$ cat src/design/swk_pkg.sv
// ----------------------------------------------------------------------------
// swk_pkg: shared types and constants for the sliding window top-k sum block
// Register indexes, default sizes, sequencer states and the cell control word.
// ----------------------------------------------------------------------------
package swk_pkg;

	localparam int WINDOW_MAX_DEF  = 64;
	localparam int SAMPLE_BITS_DEF = 32;
	localparam int CFG_BITS        = 7;
	localparam int CFG_INDEX_BITS  = 1;

	localparam logic [CFG_INDEX_BITS-1:0] REG_WINDOW_LEN = 1'b0;
	localparam logic [CFG_INDEX_BITS-1:0] REG_TOP_COUNT  = 1'b1;

	localparam logic [CFG_BITS-1:0] WINDOW_LEN_RST = 7'd64;
	localparam logic [CFG_BITS-1:0] TOP_COUNT_RST  = 7'd1;

	typedef enum logic [4:0] {
		ST_IDLE   = 5'b00001,
		ST_RANK   = 5'b00010,
		ST_SELECT = 5'b00100,
		ST_SUM    = 5'b01000,
		ST_EMIT   = 5'b10000
	} seq_state_t;

	// control word broadcast to every cell of the chain
	typedef struct packed {
		logic shift;     // new sample enters, probes reload, counts clear
		logic rank;      // compare against passing probe, then rotate
		logic load_sum;  // reload probes with values and selection flags
		logic sum;       // rotate probes toward the accumulator
	} cell_ctrl_t;

endpackage

$ cat src/design/swk_cell.sv
// ----------------------------------------------------------------------------
// swk_cell: one window position of the ranking chain
// Holds the sample of one age, a rotating probe and a count of probes that
// outrank the held sample; the count decides membership in the top set.
// ----------------------------------------------------------------------------
module swk_cell #(
	parameter int IDX         = 0,
	parameter int SAMPLE_BITS = swk_pkg::SAMPLE_BITS_DEF,
	parameter int IDX_BITS    = 6,
	parameter int CNT_BITS    = 7
) (
	input  logic                          clk,
	input  swk_pkg::cell_ctrl_t           ctrl,
	input  logic [CNT_BITS-1:0]           win_len,
	input  logic [CNT_BITS-1:0]           top_k,
	input  logic signed [SAMPLE_BITS-1:0] shift_in,
	output logic signed [SAMPLE_BITS-1:0] shift_out,
	input  logic signed [SAMPLE_BITS-1:0] probe_val_in,
	input  logic [IDX_BITS-1:0]           probe_tag_in,
	input  logic                          probe_sel_in,
	output logic signed [SAMPLE_BITS-1:0] probe_val_out,
	output logic [IDX_BITS-1:0]           probe_tag_out,
	output logic                          probe_sel_out
);

	logic signed [SAMPLE_BITS-1:0] val_q;
	logic signed [SAMPLE_BITS-1:0] p_val_q;
	logic [IDX_BITS-1:0]           p_tag_q;
	logic                          p_sel_q;
	logic [CNT_BITS-1:0]           cnt_q;
	logic                          in_window;
	logic                          probe_in_window;
	logic                          beats;

	assign in_window       = CNT_BITS'(IDX) < win_len;
	assign probe_in_window = CNT_BITS'(p_tag_q) < win_len;
	// ties go to the younger sample
	assign beats = (p_val_q > val_q) ||
		((p_val_q == val_q) && (p_tag_q < IDX_BITS'(IDX)));

	always_ff @(posedge clk) begin
		if (ctrl.shift) begin
			val_q   <= shift_in;
			p_val_q <= shift_in;
			p_tag_q <= IDX_BITS'(IDX);
			cnt_q   <= '0;
		end else if (ctrl.rank) begin
			if (beats && probe_in_window && in_window) begin
				cnt_q <= cnt_q + 1'b1;
			end
			p_val_q <= probe_val_in;
			p_tag_q <= probe_tag_in;
		end else if (ctrl.load_sum) begin
			p_val_q <= val_q;
			p_sel_q <= in_window && (cnt_q < top_k);
		end else if (ctrl.sum) begin
			p_val_q <= probe_val_in;
			p_sel_q <= probe_sel_in;
		end
	end

	assign shift_out     = val_q;
	assign probe_val_out = p_val_q;
	assign probe_tag_out = p_tag_q;
	assign probe_sel_out = p_sel_q;

endmodule

$ cat config.mk
export PLATFORM = sky130hd
export DESIGN_NAME = swk_cell
export DESIGN_NICKNAME = d
export VERILOG_FILES = /design/src/design/swk_pkg.sv /design/src/design/swk_cell.sv
export SDC_FILE = /design/constraint.sdc
export NUM_CORES = 1
export LEC_CHECK = 0
export BUFFER_PORTS_ARGS = -buffer_cell sky130_fd_sc_hd__buf_2
export CORE_MARGIN = 3
export CORE_UTILIZATION = 31
export CTS_CLUSTER_DIAMETER = 40
export DETAILED_ROUTE_END_ITERATION = 8
export SETUP_SLACK_MARGIN = 0.3
export SYNTH_ARGS = -nofsm -noshare
export SYNTH_HDL_FRONTEND = slang
export SYNTH_SLANG_ARGS = --single-unit
$ cat constraint.sdc
create_clock -name clk -period 6.1 [get_ports clk]
set_clock_uncertainty 0.15 [all_clocks]
set_input_delay 1.22 -clock clk [delete_from_list [all_inputs] [get_ports clk]]
set_output_delay 1.22 -clock clk [all_outputs]
set_load 0.05 [all_outputs]
==> reports/metrics.csv, run 1 <==
metric,value,unit
status,"finished, final reports clean",
drt first pass iters,4,
# setup viols final,0,
largest cells by area after synthesis,"edfxtp_1, ha_1, a21oi_1",
Slew headroom,42.37,%
Total Neg Setup Slack,0,ps
starting DRC count in detailed routing,198,
CTS Sinks,78,
critical path launch point,win_len[4],
number of global-route vias before repair,3353,
Place WS,2300,ps
Post-Synthesis Cells,432,
"FFs w/ async S/R, synth",0,%
Reg2Reg Depth,8,
synth-to-layout area growth,29.87,%
Post-synth EDFFs,65,
# H-tree levels,3,
crit-path max FO,4,
clk slew on worst S/H paths,60,ps
placer congestion estimate,0.8382,
I/O Pins,161,
Reg2Reg Setup Slack,2790,ps
clock tree buffer depth,2,
Post-CTS Setup Bufs,0,
layout cell share with drive strength beyond 1,30.52,%
TritonCTS clock tree,done,
endpoint class of the critical path,flip-flop,
worst setup margin,2659,ps
top-area cell type share of the netlist area,45.91,%
top_reg_cell synth,edfxtp_1,
"CP delay by family, top",compound AO/OA/AOI/OAI gates,
Row Count,42,
DP HPWL,8223,microns
Critical Path End,cnt_q[4],
Power Total,1.559,mW
critical path class,in2reg,
via/cell ratio,4.651,
final cell count without fillers,769,
initial antenna violation count,3,
"flops & latches, synth",78,
fin crit period,3441,ps
Worst Path Arrival,3520,ps
RSZ-0062 raised after global routing,no,
DR WL/cell,14.06,microns
Total Wirelength,10820,microns
Total GRT Usage,14.05,%
post-route ant nets,0,
Initial Utilization,31.85,%
r2r startpoint,probe_val_out[31],
CTS Root Cell,clkbuf_16,
maxcap violations,0,
placed inst area,5231,sq um
Worst EP required,6180,ps
DR vias,3577,
global route overflow,0,
Placed Instances,753,
core area,13350,sq um
period utilization,56.41,%
Pleak,2.684,nW
Worst Setup Start Kind,input port,
sequential-to-total area share from yosys stat,52.03,%
endpoints failing hold,0,
Yosys top cell by area,edfxtp_1,
first-pass GRT wire length,16390,microns
post-CTS sizing,0,
instance count on the critical path,10,
"Distinct cells, synth",31,
Die ar.,15160,sq um
PortBufs,160,
Nets,722,
PD cells,282.3,nW/um^2
Synth Net Count,566,
CP max stage delay,410,ps
Mapped Area,4252,sq um
DRC Markers,0,
Final Instance Area,5522,sq um
VDD IR max,0.1129,mV
Worst Tran Pin Value,861.4,ps
hold buffer count at cts,0,
Hold Crit Class,reg2reg,
Fmax,0.2906,GHz
Slew Limit Fails,0,
CP cell instances,"buf_2, inv_1, ha_1, a21o_1, a21oi_1, o21ai_1, a221o_1, or3_1, or3_1, mux2_4",
most common cell type on the critical path,or3_1,
ant diodes,0,
Yosys warning count,0,
total CTS buffers,9,
Die W,123.1,microns
Die H,123.1,microns
CP max stage cell,or3_1,
capture point of the worst reg-to-reg path,cnt_q[4],
largest net degree at the start of global routing,64,
post-synthesis average cell area,9.842,sq um
WP buf/inv,2,
clk_lat worst skew,340,ps
## metal layers
metal  vias up  track usage (%)  routed length [microns]
li1       1816                -                        -
met1      1625            17.62                     4656
met3        18            4.941                      878
met4         6            4.567                      146
met2       112            22.72                     5098
met5         -                0                       35
## cells in the mapped netlist, types with 2 or more instances
library cell / number
mux2i_1: 8
dfxtp_1: 13
inv_1: 48
a21oi_1: 52
nand4_1: 3
nand3_1: 6
buf_1: 6
nor3_1: 6
nor2b_1: 4
clkbuf_1: 11
nor2_1: 47
nand2_1: 46
mux2_1: 2
a21o_1: 5
edfxtp_1: 65
o21ai_0: 40
or3_1: 2
ha_1: 44
xnor2_1: 3
a22oi_1: 2
nor4_1: 4
nand2b_1: 6
## metrics by stage
step	utilization [%]	hold WS (ps)
final	41.37	388.9
after global routing	41.37	422.1
after CTS	41.37	393.8
after detailed placement	39.19	376.1
after global placement	39.19	364.7
after floorplan	-	359.9
## placed cells by master, fill, tap and decap left out, types with 5 or more instances in the layout
cell	count
clkbuf_16	9
buf_2	159
ha_1	44
inv_1	48
nand3_1	6
nor3_1	6
a21o_1	5
edfxtp_1	65
mux2i_1	8
dfxtp_1	13
a21oi_1	52
nand2_1	45
o21ai_0	40
nor2_1	47
nand2b_1	5
## area by class of cell
class | instances | area, sq um
Fill cell | 1338 | 7826
Sequential cell | 78 | 2212
Multi-Input combinational cell | 289 | 1800
Timing Repair Buffer | 162 | 818.3
Clock buffer | 9 | 225.2
Tap cell | 176 | 220.2
Inverter | 48 | 180.2
Clock inverter | 7 | 65.06
## how the worst min path moves through the flow
stage,to,start,slack [ps],cells after the start
after floorplan,cnt_q[3],cnt_q[3],360,2
after global placement,probe_tag_out[0],probe_tag_out[0],360,2
after detailed placement,probe_tag_out[1],probe_tag_out[1],380,2
after CTS,probe_tag_out[1],probe_tag_out[1],390,2
after global routing,probe_tag_out[1],probe_tag_out[1],420,2
final,probe_tag_out[1],probe_tag_out[1],390,2
## worst min-delay path, stage by stage (launching register included)
cell and delay (ps):
dfxtp_1 360, mux2i_1 80, nor2_1 70
## flip-flops by register name, summed over array words and instances, names as in the netlist
name / flops
probe_tag_out: 6
cnt_q: 7
shift_out: 32
probe_sel_out: 1
probe_val_out: 32
## logic make-up after synthesis
family                   Yosys count  share of synthesized area (%)
flip-flops                        78                          52.03
buffers and inverters             65                          5.739
AO/OA/AOI/OAI                    104                          12.92
AND/OR/NAND/NOR                  127                          12.98
adder cells (fa/ha/maj)           44                          12.95
XOR/XNOR                           3                         0.6181
multiplexers                      11                          2.766
## power by group
group | switching, mW | internal [mW] | total, mW
clock network | 0.215 | 0.314 | 0.528
registers | 0.0253 | 0.627 | 0.653
logic | 0.268 | 0.109 | 0.377
(Power assumes the default switching activity.)
==> run 2, diff against run 1 <==
==> constraint.sdc (replaced) <==
create_clock -name clk -period 2.9 [get_ports clk]
set_clock_uncertainty 0.15 [all_clocks]
set_input_delay 0.58 -clock clk [delete_from_list [all_inputs] [get_ports clk]]
set_output_delay 0.58 -clock clk [all_outputs]
set_load 0.05 [all_outputs]
==> run 2 against run 1 <==
  * The flow now finishes with violations (negative setup slack)
  * Cell area up 4.9%
  * Sequential power grew 110%
  * First-iteration DRC count is 11% lower
  * Sequential share of layout area decreased by 1.9 points
  * Setup slack got worse by 2700 ps
  * Register-to-register slack got worse by 2800 ps
  * Power grew 110%
  * Clock power is 95% higher
  * Combinational power is 130% higher
  * Routed wire length up 1.7%
  * Final cell count up 2.0%
  * Global-route usage rose by 0.71 points
  * Critical path type is now reg2reg
  * Largest cell class unchanged
  * Highest routed layer unchanged
==> reports/metrics.csv, run 2 (same netlist as run 1, synthesis figures left out) <==
metric,value,unit,change
initial antenna violation count,1,,was 3
post-route ant nets,0,,unchanged
fin crit period,2919,ps,
failing checks,negative setup slack,,
clk slew on worst S/H paths,60,ps,about the same
Reg2Reg Setup Slack,-20,ps,was 2790 ps
crit-path max FO,3,,was 4
clk_lat worst skew,340,ps,about the same
maxcap violations,0,,unchanged
TritonCTS clock tree,done,,unchanged
DP HPWL,8196,microns,was 8223 microns
ant diodes,0,,unchanged
Worst Setup Start Kind,flip-flop,,was input port
VDD IR max,0.3159,mV,was 0.1129 mV
Total Neg Setup Slack,-19.20,ps,was 0 ps
Reg2Reg Depth,8,,unchanged
DR vias,3600,,was 3577
Place WS,-161.5,ps,was 2300 ps
I/O Pins,161,,unchanged
drt first pass iters,6,,was 4
first-pass GRT wire length,17230,microns,was 16390 microns
worst setup margin,-19.18,ps,was 2659 ps
PD cells,564.6,nW/um^2,was 282.3 nW/um^2
clock tree buffer depth,2,,unchanged
Nets,737,,was 722
combinational power share,26.4,%,was 24.2%
Placed Instances,763,,was 753
sw frac,32.99,%,was 32.60%
hold-critical path depth,1,,was 2
Worst Tran Pin Value,629.3,ps,was 861.4 ps
Die H,123.1,microns,unchanged
layout cell share with drive strength beyond 1,34.38,%,was 30.52%
FILL cells,1326,,was 1338
RSZ-0062 raised after global routing,yes,,was no
most frequent cells in the layout,"buf_2, edfxtp_1, a21oi_1",,unchanged
core area,13350,sq um,unchanged
critical path class,reg2reg,,was in2reg
sequential share of power,42.0,%,was 41.9%
CTS Sinks,78,,unchanged
Pleak,2.808,nW,was 2.684 nW
via/cell ratio,4.592,,was 4.651
DR WL/cell,14.03,microns,was 14.06 microns
Power Total,3.269,mW,was 1.559 mW
M3 GR Usage,4.712,%,was 4.941%
Worst Path Arrival,3000,ps,was 3520 ps
GRT busiest layer,met2,,unchanged
period utilization,100.7,%,
net switching power figure,1.078,mW,was 0.5081 mW
final cell count without fillers,784,,was 769
Die ar.,15160,sq um,unchanged
Total Wirelength,11000,microns,was 10820 microns
global route overflow,0,,unchanged
met1 global-route usage,18.38,%,was 17.62%
"commonest non-fill, non-tap cell in the layout",buf_2,,unchanged
status,"finished, violations left",,"was finished, final reports clean"
endpoint class of the critical path,flip-flop,,unchanged
largest net degree at the start of global routing,63,,was 64
Slew headroom,58.04,%,was 42.37%
Slew Limit Fails,0,,unchanged
PortBufs,160,,unchanged
DRC Markers,0,,unchanged
number of global-route vias before repair,3576,,was 3353
Initial Utilization,31.85,%,unchanged
GRT met2 Usage,23.95,%,was 22.72%
CTS Root Cell,clkbuf_16,,unchanged
total CTS buffers,9,,unchanged
# H-tree levels,3,,unchanged
Total GRT Usage,14.76,%,was 14.05%
synth-to-layout area growth,36.20,%,was 29.87%
endpoints failing hold,0,,unchanged
internal power,2.191,mW,was 1.050 mW
# setup viols final,2,,was 0
capture point of the worst reg-to-reg path,cnt_q[4],,unchanged
starting DRC count in detailed routing,176,,was 198
Worst EP required,2980,ps,was 6180 ps
clock group share of total power,31.6,%,was 33.9%
Die W,123.1,microns,unchanged
WHS Endpoint,shift_out[6],,was probe_tag_out[1]
placer congestion estimate,0.7466,,was 0.8382
Worst Hold Launch,shift_in[6],,was probe_tag_out[1]
Fmax,0.3426,GHz,
r2r startpoint,probe_val_out[30],,was probe_val_out[31]
Row Count,42,,unchanged
Hold Crit Class,in2reg,,was reg2reg
-- run 2: changes by cell type in the layout (fill, tap and decap cells not counted), moves of 3 or more --
cell	change
nor3_1	-4
ha_4	+3
nor3_4	+3
nor4_1	-3
ha_1	-3
clkbuf_1	+4
buf_4	+12
nor4_4	+3
-- run 2: worst max path at each step --
| stage | depth (start not counted) | from | to |
|---|---|---|---|
| after floorplan | 9 | shift_out[30] | cnt_q[4] |
| after global placement | 10 | win_len[1] | cnt_q[4] |
| after detailed placement | 10 | win_len[4] | cnt_q[4] |
| after CTS | 8 | probe_val_out[30] | cnt_q[4] |
| after global routing | 9 | probe_val_out[30] | cnt_q[5] |
| final | 8 | probe_val_out[30] | cnt_q[4] |
-- run 2: critical path: stages, from the launching register on --
cell and delay [ps]:
edfxtp_1 440, ha_4 290, nand4_1 180, nor4_4 320
nor3b_4 310, a21oi_2 90, or3_4 390, or3_4 340
mux2_4 290
-- run 2: per-layer routing --
metal | wire (microns) | share of wire (%)
met2 | 5179 | 47
met1 | 4746 | 43
met5 | 20 | 0.18
met3 | 879 | 8.0
met4 | 170 | 1.5
-- run 2: through the flow --
step	hold WS (ps)	util, %	area (sq um)
floorplan	359.9	-	4273
global placement	343.8	40.10	5353
CTS	260.5	42.95	5733
detailed placement	370.4	40.10	5353
finish	277.4	43.38	5791
global route	265.5	43.38	5791
-- run 2: final cells by class --
class | count | area [sq um] | share of cell area, %
repair buffers | 177 | 959.7 | 16.57
inverters | 48 | 180.2 | 3.112
clock buffers | 14 | 254.0 | 4.386
well taps | 176 | 220.2 | 3.803
flip-flops and latches | 78 | 2212 | 38.20
multi-input cells | 289 | 1954 | 33.75
clock inverters | 2 | 10.01 | 0.1729
-- run 2: what timing repair did --
| item | CTS | global route |
|---|---|---|
| endpoints found under the setup margin | 7 | 7 |
| pin swaps | 10 | 6 |
| hold buffers | 0 | 0 |
| buffers inserted | 3 | 2 |
| gates resized for setup | 14 | 7 |
-- run 2: power groups by stage --
stage | registers, mW | clock network, mW | logic (mW)
after detailed placement | 1.40 | 0 | 0.823
after CTS | 1.37 | 1.07 | 0.861
after global routing | 1.38 | 1.12 | 0.954
after global placement | 1.39 | 0 | 0.814
final | 1.37 | 1.03 | 0.863
after floorplan | 1.70 | 0 | 0.262
